### config.mk
export PLATFORM = sky130hd
export DESIGN_NAME = led_effect_sequencer_core
export DESIGN_NICKNAME = d
export VERILOG_FILES = /design/src/hw/rtl/lseq_pkg.sv /design/src/hw/rtl/lseq_cfg_regs.sv /design/src/hw/rtl/lseq_chan_store.sv /design/src/hw/rtl/lseq_step_unit.sv /design/src/hw/rtl/lseq_ctrl.sv /design/src/hw/rtl/led_effect_sequencer_core.sv
export VERILOG_INCLUDE_DIRS = /design/src /design/src/hw/rtl
export SDC_FILE = /design/constraint.sdc
export NUM_CORES = 1
export LEC_CHECK = 0
export BUFFER_PORTS_ARGS = -buffer_cell sky130_fd_sc_hd__buf_2
export CAP_MARGIN = 10
export CORE_MARGIN = 2
export CORE_UTILIZATION = 45
export DETAILED_ROUTE_END_ITERATION = 7
export HOLD_SLACK_MARGIN = 0.06
export PLACE_DENSITY = 0.6
export SYNTH_ARGS = -nofsm -noshare
export SYNTH_HDL_FRONTEND = slang
export SYNTH_SLANG_ARGS = --single-unit
### constraint.sdc
create_clock -name clk_i -period 15.7 [get_ports clk_i]
set_input_delay 0 -clock clk_i [delete_from_list [all_inputs] [get_ports clk_i]]
set_output_delay 0 -clock clk_i [all_outputs]
set_load 0.005 [all_outputs]
### src/hw/rtl/assert_macros.svh
// Assertion helpers; clk_i and rst_ni must be in scope where these are used.
`ifndef ASSERT_MACROS_SVH
`define ASSERT_MACROS_SVH

// Property must hold at every clock edge outside reset.
`define ASSERT_CHK(lbl, prop, msg) \
  lbl: assert property (@(posedge clk_i) disable iff (!rst_ni) prop) else $error(msg);

// Condition must never be seen outside reset.
`define ASSERT_NEVER(lbl, cond, msg) \
  lbl: assert property (@(posedge clk_i) disable iff (!rst_ni) !(cond)) else $error(msg);

`endif

### src/hw/rtl/lseq_pkg.sv
package lseq_pkg;

  typedef enum logic [2:0] {
    PROG_OFF     = 3'd0,
    PROG_NOMINAL = 3'd1,
    PROG_MAX     = 3'd2,
    PROG_BRAKE   = 3'd3,
    PROG_RAMP    = 3'd4,
    PROG_BLINK   = 3'd5,
    PROG_MARKER  = 3'd6
  } prog_e;

  // Ramp uses START/UP/DOWN; blink uses START/UP (UP = running).
  typedef enum logic [1:0] {
    PH_START = 2'd0,
    PH_UP    = 2'd1,
    PH_DOWN  = 2'd2,
    PH_SPARE = 2'd3
  } phase_e;

  typedef enum logic [2:0] {
    CFG_MAX_LEVEL      = 3'd0,
    CFG_BRAKE_LEVEL    = 3'd1,
    CFG_MARK_LEVEL     = 3'd2,
    CFG_SLOW_LOW_LEVEL = 3'd3,
    CFG_MIN_LEVEL      = 3'd4,
    CFG_STEP_SIZE      = 3'd5,
    CFG_DONE_THRESHOLD = 3'd6
  } cfg_idx_e;

  typedef enum logic [1:0] {
    ST_IDLE,
    ST_CALC,
    ST_EMIT
  } seq_state_e;

  localparam logic [7:0] RST_MAX_LEVEL      = 8'd250;
  localparam logic [7:0] RST_BRAKE_LEVEL    = 8'd150;
  localparam logic [7:0] RST_MARK_LEVEL     = 8'd20;
  localparam logic [7:0] RST_SLOW_LOW_LEVEL = 8'd50;
  localparam logic [7:0] RST_MIN_LEVEL      = 8'd10;
  localparam logic [4:0] RST_STEP_SIZE      = 5'd1;
  localparam logic [2:0] RST_DONE_THRESHOLD = 3'd5;

  typedef struct packed {
    logic       op;
    logic [2:0] channel;
    logic [2:0] program_req;
    logic [7:0] speed;
    logic [7:0] nominal;
    logic       load_level;
    logic [7:0] new_level;
  } in_item_t;

  typedef struct packed {
    logic [2:0] out_channel;
    logic [9:0] duty;
    logic       channel_done;
    logic       last;
    logic       all_done;
  } out_item_t;

  typedef struct packed {
    logic [7:0] max_level;
    logic [7:0] brake_level;
    logic [7:0] mark_level;
    logic [7:0] slow_low_level;
    logic [7:0] min_level;
    logic [4:0] step_size;
    logic [2:0] done_threshold;
  } cfg_t;

  typedef struct packed {
    logic [2:0] prog;
    logic [7:0] level;
    logic [7:0] step_period;
    logic [7:0] nominal_level;
    phase_e     phase;
    logic [7:0] tick_count;
  } chan_state_t;

  typedef struct packed {
    logic idle;
    logic calc;
    logic emit;
    logic last;
  } seq_t;

endpackage

### src/hw/rtl/lseq_cfg_regs.sv
module lseq_cfg_regs
  import lseq_pkg::*;
(
  input  logic       clk_i,
  input  logic       rst_ni,
  input  logic       cfg_we_i,
  input  logic [2:0] cfg_idx_i,
  input  logic [7:0] cfg_wdata_i,
  output cfg_t       cfg_o
);

  cfg_t cfg_q;

  always_ff @(posedge clk_i or negedge rst_ni) begin
    if (!rst_ni) begin
      cfg_q.max_level      <= RST_MAX_LEVEL;
      cfg_q.brake_level    <= RST_BRAKE_LEVEL;
      cfg_q.mark_level     <= RST_MARK_LEVEL;
      cfg_q.slow_low_level <= RST_SLOW_LOW_LEVEL;
      cfg_q.min_level      <= RST_MIN_LEVEL;
      cfg_q.step_size      <= RST_STEP_SIZE;
      cfg_q.done_threshold <= RST_DONE_THRESHOLD;
    end else if (cfg_we_i) begin
      unique case (cfg_idx_e'(cfg_idx_i))
        CFG_MAX_LEVEL:      cfg_q.max_level      <= cfg_wdata_i;
        CFG_BRAKE_LEVEL:    cfg_q.brake_level    <= cfg_wdata_i;
        CFG_MARK_LEVEL:     cfg_q.mark_level     <= cfg_wdata_i;
        CFG_SLOW_LOW_LEVEL: cfg_q.slow_low_level <= cfg_wdata_i;
        CFG_MIN_LEVEL:      cfg_q.min_level      <= cfg_wdata_i;
        CFG_STEP_SIZE:      cfg_q.step_size      <= cfg_wdata_i[4:0];
        CFG_DONE_THRESHOLD: cfg_q.done_threshold <= cfg_wdata_i[2:0];
        default: ;
      endcase
    end
  end

  assign cfg_o = cfg_q;

endmodule

### src/hw/rtl/lseq_chan_store.sv
module lseq_chan_store
  import lseq_pkg::*;
#(
  parameter int CHANNELS = 6,
  parameter int CH_W     = 3
) (
  input  logic              clk_i,
  input  logic              rst_ni,
  input  logic              we_i,
  input  logic [CH_W-1:0]   waddr_i,
  input  chan_state_t       wdata_i,
  input  logic [CH_W-1:0]   raddr_i,
  output chan_state_t       rdata_o
);

  chan_state_t chan_q [CHANNELS];

  always_ff @(posedge clk_i or negedge rst_ni) begin
    if (!rst_ni) begin
      for (int i = 0; i < CHANNELS; i++) begin
        chan_q[i] <= '0;
      end
    end else if (we_i) begin
      chan_q[waddr_i] <= wdata_i;
    end
  end

  assign rdata_o = chan_q[raddr_i];

endmodule

### src/hw/rtl/lseq_step_unit.sv
module lseq_step_unit
  import lseq_pkg::*;
(
  input  chan_state_t st_i,
  input  cfg_t        cfg_i,
  output chan_state_t st_o,
  output logic        done_o
);

  logic [7:0] tick_inc;
  logic       elapsed;
  logic [7:0] tick_next;
  logic [8:0] up_sum;
  logic [7:0] up_level;
  logic [7:0] down_level;
  logic [7:0] step8;

  assign step8     = {3'b000, cfg_i.step_size};
  assign tick_inc  = st_i.tick_count + 8'd1;
  assign elapsed   = tick_inc > st_i.step_period;
  assign tick_next = elapsed ? 8'd0 : tick_inc;
  assign up_sum    = {1'b0, st_i.level} + {1'b0, step8};

  always_comb begin
    up_level = st_i.level;
    if (elapsed) begin
      up_level = up_sum[8] ? 8'hff : up_sum[7:0];
    end
    down_level = st_i.level;
    if (elapsed) begin
      down_level = (st_i.level > step8) ? (st_i.level - step8) : 8'd0;
    end
  end

  always_comb begin
    st_o   = st_i;
    done_o = 1'b0;
    unique case (prog_e'(st_i.prog))
      PROG_OFF, PROG_NOMINAL, PROG_MAX, PROG_MARKER: begin
        done_o           = 1'b1;
        st_o.step_period = '0;
        st_o.phase       = PH_START;
        st_o.tick_count  = '0;
        case (prog_e'(st_i.prog))
          PROG_NOMINAL: st_o.level = st_i.nominal_level;
          PROG_MAX:     st_o.level = cfg_i.max_level;
          PROG_MARKER:  st_o.level = cfg_i.mark_level;
          default:      st_o.level = '0;
        endcase
      end
      PROG_BRAKE: begin
        done_o     = 1'b1;
        st_o.level = cfg_i.brake_level;
      end
      PROG_RAMP: begin
        case (st_i.phase)
          PH_START: begin
            st_o.tick_count = '0;
            st_o.phase      = PH_UP;
          end
          PH_UP: begin
            done_o = 1'b1;
            if (up_level > cfg_i.max_level) begin
              st_o.level      = cfg_i.max_level;
              st_o.phase      = PH_DOWN;
              st_o.tick_count = '0;
            end else begin
              st_o.level      = up_level;
              st_o.tick_count = tick_next;
            end
          end
          PH_DOWN: begin
            done_o = 1'b1;
            if (st_i.nominal_level != cfg_i.max_level &&
                down_level <= cfg_i.slow_low_level) begin
              st_o.level      = cfg_i.slow_low_level;
              st_o.phase      = PH_UP;
              st_o.tick_count = '0;
            end else if (st_i.nominal_level == cfg_i.max_level &&
                         down_level <= cfg_i.min_level) begin
              st_o.level      = cfg_i.min_level;
              st_o.phase      = PH_UP;
              st_o.tick_count = '0;
            end else begin
              st_o.level      = down_level;
              st_o.tick_count = tick_next;
            end
          end
          default: st_o.phase = PH_START;
        endcase
      end
      PROG_BLINK: begin
        case (st_i.phase)
          PH_START: begin
            st_o.tick_count = '0;
            st_o.phase      = PH_UP;
          end
          PH_UP: begin
            done_o          = 1'b1;
            st_o.tick_count = tick_next;
            if (elapsed) begin
              st_o.level = (st_i.level == cfg_i.max_level) ? 8'd0 : cfg_i.max_level;
            end
          end
          default: st_o.phase = PH_START;
        endcase
      end
      default: ;  // undefined program: hold, busy
    endcase
  end

endmodule

### src/hw/rtl/lseq_ctrl.sv
`include "assert_macros.svh"

module lseq_ctrl
  import lseq_pkg::*;
#(
  parameter int CHANNELS = 6,
  parameter int CH_W     = 3
) (
  input  logic            clk_i,
  input  logic            rst_ni,
  input  logic            in_valid_i,
  input  logic            in_op_i,
  input  logic            out_stall_i,
  input  logic            done_i,
  input  logic [2:0]      thr_i,
  output logic [CH_W-1:0] ch_o,
  output seq_t            seq_o,
  output logic            all_done_o
);

  localparam int FIN_W = ($clog2(CHANNELS + 1) > 3) ? $clog2(CHANNELS + 1) : 3;

  seq_state_e       state_q, state_d;
  logic [CH_W-1:0]  ch_q, ch_d;
  logic [FIN_W-1:0] fin_q, fin_d;
  logic [FIN_W-1:0] fin_new;
  logic             last;

  assign last       = (ch_q == CH_W'(CHANNELS - 1));
  assign fin_new    = fin_q + FIN_W'(done_i);
  assign all_done_o = last && (fin_new >= FIN_W'(thr_i));

  always_ff @(posedge clk_i or negedge rst_ni) begin
    if (!rst_ni) begin
      state_q <= ST_IDLE;
      ch_q    <= '0;
      fin_q   <= '0;
    end else begin
      state_q <= state_d;
      ch_q    <= ch_d;
      fin_q   <= fin_d;
    end
  end

  always_comb begin
    state_d    = state_q;
    ch_d       = ch_q;
    fin_d      = fin_q;
    seq_o      = '0;
    seq_o.last = last;
    unique case (state_q)
      ST_IDLE: begin
        seq_o.idle = 1'b1;
        if (in_valid_i && !in_op_i) begin
          state_d = ST_CALC;
          ch_d    = '0;
          fin_d   = '0;
        end
      end
      ST_CALC: begin
        seq_o.calc = 1'b1;
        fin_d      = fin_new;
        state_d    = ST_EMIT;
      end
      ST_EMIT: begin
        seq_o.emit = 1'b1;
        if (!out_stall_i) begin
          if (last) begin
            state_d = ST_IDLE;
          end else begin
            ch_d    = ch_q + CH_W'(1);
            state_d = ST_CALC;
          end
        end
      end
      default: state_d = ST_IDLE;
    endcase
  end

  assign ch_o = ch_q;

  `ASSERT_CHK(a_ch_range, ch_q <= CH_W'(CHANNELS - 1), "channel counter out of range")
  `ASSERT_CHK(a_emit_follows_calc, (state_q == ST_EMIT) |-> ($past(state_q) == ST_CALC || $past(state_q) == ST_EMIT), "result shown without a calc step")
  `ASSERT_CHK(a_last_to_idle, (state_q == ST_EMIT && !out_stall_i && last) |=> (state_q == ST_IDLE), "tick did not end after last channel")
  `ASSERT_CHK(a_tick_start, (state_q == ST_IDLE && in_valid_i && !in_op_i) |=> (state_q == ST_CALC && ch_q == '0), "tick did not start at channel zero")

endmodule

### src/hw/rtl/led_effect_sequencer_core.sv
// LED effect sequencer. A set transfer (op=1) rewrites one channel's program, speed,
// nominal level and optionally its current level in the cycle it is accepted; it
// yields no result and the block is ready again on the next cycle. A tick transfer
// (op=0) walks the channels 0..CHANNELS-1 through one shared update unit: each channel
// is first updated, then its result is presented and held while out_stall_i is high;
// in_stall_o stays high until the last result of the tick has been taken. Duty is
// level times four; all_done is valid on last only.
`include "assert_macros.svh"

module led_effect_sequencer_core
  import lseq_pkg::*;
#(
  parameter int CHANNELS = 6
) (
  input  logic      clk_i,
  input  logic      rst_ni,
  input  logic      in_valid_i,
  output logic      in_stall_o,
  input  in_item_t  in_data_i,
  output logic      out_valid_o,
  input  logic      out_stall_i,
  output out_item_t out_data_o,
  input  logic      cfg_we_i,
  input  logic [2:0] cfg_idx_i,
  input  logic [7:0] cfg_wdata_i
);

  localparam int CH_W = (CHANNELS > 1) ? $clog2(CHANNELS) : 1;

  cfg_t            cfg;
  seq_t            seq;
  logic [CH_W-1:0] ch;
  logic [CH_W-1:0] set_addr;
  logic [CH_W-1:0] raddr;
  logic [CH_W-1:0] waddr;
  logic            set_we;
  logic            we;
  chan_state_t     rd_st;
  chan_state_t     set_st;
  chan_state_t     unit_st;
  chan_state_t     wdata;
  logic            done;
  logic            all_done;
  out_item_t       out_q;

  lseq_cfg_regs u_cfg (
    .clk_i      (clk_i),
    .rst_ni     (rst_ni),
    .cfg_we_i   (cfg_we_i),
    .cfg_idx_i  (cfg_idx_i),
    .cfg_wdata_i(cfg_wdata_i),
    .cfg_o      (cfg)
  );

  lseq_ctrl #(
    .CHANNELS(CHANNELS),
    .CH_W    (CH_W)
  ) u_ctrl (
    .clk_i      (clk_i),
    .rst_ni     (rst_ni),
    .in_valid_i (in_valid_i),
    .in_op_i    (in_data_i.op),
    .out_stall_i(out_stall_i),
    .done_i     (done),
    .thr_i      (cfg.done_threshold),
    .ch_o       (ch),
    .seq_o      (seq),
    .all_done_o (all_done)
  );

  assign set_addr = CH_W'(in_data_i.channel);
  assign set_we   = in_valid_i && seq.idle && in_data_i.op &&
                    (32'(in_data_i.channel) < CHANNELS);
  assign raddr    = seq.idle ? set_addr : ch;

  always_comb begin
    set_st               = rd_st;
    set_st.prog          = in_data_i.program_req;
    set_st.step_period   = in_data_i.speed;
    set_st.nominal_level = in_data_i.nominal;
    if (in_data_i.load_level) begin
      set_st.level = in_data_i.new_level;
    end
  end

  assign we    = set_we || seq.calc;
  assign waddr = seq.calc ? ch : set_addr;
  assign wdata = seq.calc ? unit_st : set_st;

  lseq_chan_store #(
    .CHANNELS(CHANNELS),
    .CH_W    (CH_W)
  ) u_store (
    .clk_i  (clk_i),
    .rst_ni (rst_ni),
    .we_i   (we),
    .waddr_i(waddr),
    .wdata_i(wdata),
    .raddr_i(raddr),
    .rdata_o(rd_st)
  );

  lseq_step_unit u_unit (
    .st_i  (rd_st),
    .cfg_i (cfg),
    .st_o  (unit_st),
    .done_o(done)
  );

  always_ff @(posedge clk_i) begin
    if (seq.calc) begin
      out_q.out_channel  <= 3'(ch);
      out_q.duty         <= {unit_st.level, 2'b00};
      out_q.channel_done <= done;
      out_q.last         <= seq.last;
      out_q.all_done     <= all_done;
    end
  end

  assign in_stall_o  = !seq.idle;
  assign out_valid_o = seq.emit;
  assign out_data_o  = out_q;

  `ASSERT_NEVER(a_busy_while_emit, out_valid_o && !in_stall_o, "input taken while a result waits")
  `ASSERT_CHK(a_all_done_on_last, (out_valid_o && out_data_o.all_done) |-> out_data_o.last, "all_done outside last result")

endmodule

==> metrics.cfg, run 1 <==
[timing]
layout_min_cycle_time_ps=9160
skew_ps=36.4
setup_viol=0
rsz0062_at_grt=false
worstMarginPinSlew_ps=1170
slew_headroom_pct=21.9
clock.fmax_ghz=0.109
whs_ps=88.5
hold_viol=0
final_max_slew_viol_count=0
fin_setup_tns_ps=0
fin_crit_sh_pct=58.3

[pwr]
vdd_drop_max_mv=0.108
swShare_pct=47.3
p_leak_nw=8.32
seq_power_share_pct=26.7
p_int_mw=2.34
clkPwrFrac_pct=17.8
switching_power_mw=2.10
p_per_area_nw_per_um2=232
pwr-share-comb_pct=55.5

[placed_design]
place_congestion=0.950
io_buffers=63
post-dp-hpwl_mm=37.8
dpl-instance-area_sq_um=17600

[synth]
synth.top_cell.area_share_pct=38.2
postSynthCellCount=1848
yosys_register_bits=292
synthArstFlopShare_pct=95.2
synthFlopType=dfrtp_1
ys_warn_count=0
ys_types=86
synth-edff-count=14
synthTopCellsByArea=dfrtp_1 38%, o21ai_0 7.3%, mux2_2 5.6%
avgSynthCellArea_sq_um=9.14
netlist_area_sq_um=16900
yosysSeqAreaShare_pct=43.8
synth_top_area_cell=dfrtp_1

[grt]
antenna_found_initial=1
grt_max_degree=84
grt_remaining_overflow=0
grt_pass1_wl_mm=87.3
grt_usage_pct=29.3
grt_pass1_vias=14500

[clock_network]
cts_resized=0
numCtsBuffers=34
clock_path_buffers=3
cts_sinks=292
cts-root-buf=clkbuf_16
h-tree-depth=2
clk_pin_slew_ps=60
insertion_delay_ps=560
cts_tree=yes
postCtsHoldBufs=46
post_cts_buffers=0

[worst_setup_path]
cp-end-kind=flop
startpoint_type=flop
crit_required_ps=16190
worst-path-max-fanout=37
crit_arrival_ps=9640
worst-setup-path-type=reg -> reg

[layout]
final_nets=2013
layout_common_cells=258 x dfrtp_1, 247 x o21ai_0, 212 x nand2_1, 168 x a21oi_1, 138 x nor2_1
area_growth_pct=13.1
diodes=0
layout_commonest_cell=dfrtp_1
drive_gt1_share_pct=15.9
final_area_sq_um=19100

[route]
antenna_left=0
avgRoutedWirePerCell_um=23.4
vias=14800
dr.pass1.iters=6
drt_iter0_markers=1465
drc=0
vias_per_cell=6.19
drt_wl_total_mm=56.2

[min_path]
min_path_type=in -> reg

[die]
std_cell_rows=70
start_util_pct=45.9
core_sq_um=36800
dieArea_sq_um=39100
chipHeight_um=198
io_pins=66
dieWidth_um=198

[flow_run]
cap_violations=0

[outcome]
outcome=finished clean

synth_stat cells (14+ instances only):
cell type / count
mux2_2: 84
o31a_1: 14
o31ai_1: 15
nor3_1: 30
mux2i_1: 23
o21ai_0: 247
clkbuf_1: 72
inv_1: 57
ha_1: 56
nand2_1: 218
edfxtp_1: 14
or3_1: 14
nor2_1: 138
mux4_2: 18
nand3_1: 84
dfstp_2: 20
a21oi_1: 168
buf_2: 27
a31oi_1: 16
dfrtp_1: 258
nor4_1: 18
cell type report:
| type | instances | area, sq um |
|---|---|---|
| clock buffers | 50 | 971 |
| clock inverters | 10 | 119 |
| fillers | 3444 | 17700 |
| inverters | 57 | 214 |
| multi-input cells | 1381 | 8790 |
| flip-flops and latches | 292 | 7400 |
| well taps | 468 | 586 |
| repair buffers | 141 | 1030 |
metrics by stage:
| step | cells | power (mW) | utilization [%] | setup WS [ps] |
|---|---|---|---|---|
| 2_1_floorplan | 1849 | 2.83 | - | 9190 |
| 3_3_place_gp | 2293 | 3.55 | 47.7 | 7040 |
| 3_5_place_dp | 2293 | 3.58 | 47.7 | 6740 |
| 4_1_cts | 2399 | 4.40 | 51.9 | 6670 |
| 5_1_grt | 2399 | 4.74 | 51.9 | 5910 |
| 6_report | 2399 | 4.44 | 51.9 | 6540 |
metal layers:
metal  share of wire (%)  GRT usage, %  vias to the layer above
met5               0.030             0                        -
met4                 2.7          9.89                        2
met3                 6.6          4.07                      108
met2                  46          48.0                      569
met1                  44          40.2                     7357
li1                    -             -                     6804
power groups by stage:
| stage | sequential, mW | combinational (mW) | clock [mW] |
|---|---|---|---|
| 2_1_floorplan | 1.13 | 1.70 | 0 |
| 3_3_place_gp | 1.19 | 2.36 | 0 |
| 3_5_place_dp | 1.19 | 2.39 | 0 |
| 4_1_cts | 1.18 | 2.41 | 0.805 |
| 5_1_grt | 1.21 | 2.69 | 0.834 |
| 6_report | 1.19 | 2.46 | 0.792 |
path summary, 6_finish.rpt:
kind | slack (ps) | to | depth (start not counted) | startpoint
setup / recovery | 6540 | u_store.chan_q[189] | 26 | u_ctrl.state_q[1]
hold / removal | 90 | u_store.chan_q[15] | 3 | in_data_i[14]
setup reg to reg | 6540 | u_store.chan_q[189] | 26 | u_ctrl.state_q[1]
hold reg to reg | 470 | u_store.chan_q[60] | 2 | u_store.chan_q[60]
max in group asynchronous | 13630 | u_store.chan_q[181] | 4 | rst_ni
min in group asynchronous | 580 | u_store.chan_q[198] | 3 | rst_ni
kinds of logic (layout without fill, tap and decap cells):
group | after synthesis | count (layout) | synth area share [%]
simple gates | 594 | 594 | 16.4
compound gates | 590 | 590 | 20.9
flops | 292 | 292 | 43.8
buf+inv | 176 | 258 | 4.46
mux | 125 | 125 | 9.36
fa+ha+maj | 58 | 58 | 4.38
xor+xnor | 12 | 12 | 0.622
other cells | 1 | 2 | 0.0222
state kept, by name, indices dropped and copies added (netlist names):
name	flops
u_ctrl.ch_o	3
u_ctrl.state_q	2
u_ctrl.fin_q	3
u_cfg.cfg_o	48
out_data_o	14
u_store.chan_q	222
worst max-delay path: stages, from the launching register on:
cell	delay (ps)
dfrtp_1	760
nor3b_2	110
buf_4	260
nor2_8	690
mux4_2	590
a2bb2oi_1	520
nor3_1	230
nand4bb_1	210
xnor2_1	160
inv_1	70
ha_1	320
and4_1	220
a21boi_0	240
a22o_1	670
o41ai_4	250
o31ai_1	740
ha_1	380
nand3_1	90
nor2_1	50
a32o_1	240
a21oi_1	110
buf_4	210
nand2_1	100
mux2i_1	650
o21ai_1	250
nor3_1	610
mux2_2	280
No activity file was read; power rests on OpenSTA's default activity.
==> run 2, diff against run 1 <==
Settings changed: PLACE_DENSITY 0.6 to 0.62.
Clock period 15.7 ns to 8.4 ns, I/O delays scaled along.
==> run 2 against run 1 <==
  * Non-clock buffer count increased by 4
  * Largest power group unchanged
  * Wire length increased by 0.62%
  * Clock power increased by 91%
  * Hold slack got worse by 28 ps
  * Combinational power increased by 91%
  * Final area increased by 0.52%
  * Global-route usage about the same
  * Cell count increased by 0.33%
==> metrics.cfg, run 2 (synthesized netlist as in run 1, its figures left out) <==
[pwr]
power_mw=8.42
p_leak_nw=8.36
vdd_drop_max_mv=0.182
p_per_area_nw_per_um2=438

[layout]
final_nets=2018
diodes=0
post-route-util_pct=52.2
largest_reg_flops=222
drive_gt1_share_pct=16.3
area_growth_pct=13.6
layout_common_cells=256 x dfrtp_1, 247 x o21ai_0, 212 x nand2_1, 168 x a21oi_1, 138 x nor2_1
largest_register=u_store.chan_q
final_area_sq_um=19200
layout_commonest_cell=dfrtp_1

[die]
dieArea_sq_um=39100
std_cell_rows=70
core_sq_um=36800
chipHeight_um=198
io_pins=66
start_util_pct=45.9
dieWidth_um=198

[clock_network]
insertion_delay_ps=560
numCtsBuffers=35
clk_pin_slew_ps=60
cts_sinks=292
cts-root-buf=clkbuf_16
cts_tree=yes
clock_path_buffers=3
h-tree-depth=2

[worst_setup_path]
worst_path_most_repeated_cell=ha_1
cpLargestDelayFamily=compound AO/OA/AOI/OAI gates
worst-path-max-fanout=20
worst-setup-path-type=reg -> reg
crit_path_top_delay_cell=mux4_2
crit_required_ps=8900
crit_arrival_ps=8280
startpoint_type=flop
r2r_slack_ps=610
slowest_delay_ps=560
cp-end-kind=flop
worst-path-buf-inv=3

[timing]
rsz0062_at_grt=false
slew_headroom_pct=21.7
skew_ps=20.0
fin_setup_tns_ps=0
setup_viol=0
fin_crit_sh_pct=92.7
worstMarginPinSlew_ps=1170
clock.fmax_ghz=0.128
layout_min_cycle_time_ps=7790
final_max_slew_viol_count=0
hold_viol=0

[grt]
grt_remaining_overflow=0
grt_max_degree=91
grt_usage_pct=29.3
grt_pass1_vias=14400
grt_pass1_wl_mm=86.7
antenna_found_initial=0

[route]
avgRoutedWirePerCell_um=23.5
vias=14900
drt_iter0_markers=1597
drc=0
vias_per_cell=6.17
antenna_left=0
dr.pass1.iters=8
drt_wl_total_mm=56.6

[placed_design]
post-dp-hpwl_mm=38.4
io_buffers=63
dpl-instance-area_sq_um=17600
place_congestion=0.960

[min_path]
min_path_type=in -> async

[outcome]
outcome=finished clean

[flow_run]
cap_violations=0

run 2: changes by cell type in the layout (fill, tap and decap cells not counted), moves of 2 or more:
cell       previous run  this run
clkbuf_8              6         4
dfrtp_2               0         2
clkbuf_16            34        36
nor3_1               30        28
nor3_2                2         4
clkinv_4              0         2
buf_4                32        36
clkinv_2              5         3
dfrtp_1             258       256
clkbuf_1             10        13
run 2: worst register-to-register path: stages, from the launching register on:
cell	delay, ps
dfrtp_2	540
o21a_1	310
nor2_8	400
mux4_2	570
a2bb2oi_1	260
inv_1	130
ha_1	280
nor3b_1	210
nand2_1	120
xor2_1	90
ha_1	310
and4_1	200
a21boi_0	250
a22o_1	380
buf_4	280
o2111ai_1	150
mux2i_1	260
inv_1	70
ha_1	290
a21oi_1	290
nand2b_1	130
o21ai_1	510
nand2_1	280
o22ai_1	520
o211ai_1	160
a21oi_1	480
mux2_2	260
run 2: path summary, 6_finish.rpt:
path                               startpoint             endpoint  cells after the start
max reg2reg                 u_ctrl.state_q[1]  u_store.chan_q[151]                     26
min                                    rst_ni      u_cfg.cfg_o[35]                      2
min in group clk_i                 in_valid_i      u_ctrl.fin_q[0]                      5
max                         u_ctrl.state_q[1]  u_store.chan_q[151]                     26
max in group asynchronous              rst_ni   u_store.chan_q[74]                      4
min reg2reg                u_store.chan_q[84]   u_store.chan_q[84]                      2
run 2: cell type report:
cell class / instances / area, sq um
flip-flops and latches: 292 / 7400
repair buffers: 145 / 1060
well taps: 468 / 586
fillers: 3441 / 17600
multi-input cells: 1381 / 8810
clock inverters: 11 / 133
inverters: 57 / 214
clock buffers: 53 / 1000
run 2: repair_timing:
action | CTS | global route
gates resized for setup | 0 | 4
hold buffers | 46 | 0
buffers inserted | 0 | 0
endpoints found under the hold margin | 266 | 0
endpoints found under the setup margin | 0 | 24
run 2: power by group:
| part | internal (mW) | switching, mW |
|---|---|---|
| combinational | 1.61 | 3.09 |
| clock | 0.871 | 0.639 |
| sequential | 1.92 | 0.288 |
run 2: through the flow:
stage	setup WS (ps)	hold WS, ps	instances
2_1_floorplan	1890	-296	1849
3_3_place_gp	782	54.6	2297
3_5_place_dp	540	75.5	2297
4_1_cts	494	70.3	2407
5_1_grt	123	120	2407
6_report	614	60.7	2407
run 2: layer usage:
metal	wire length [um]	share of wire, %	track usage [%]
met4	2110	3.7	12.1
met5	0	0	0
met1	25000	44	41.4
met3	4990	8.8	6.10
met2	24500	43	44.0
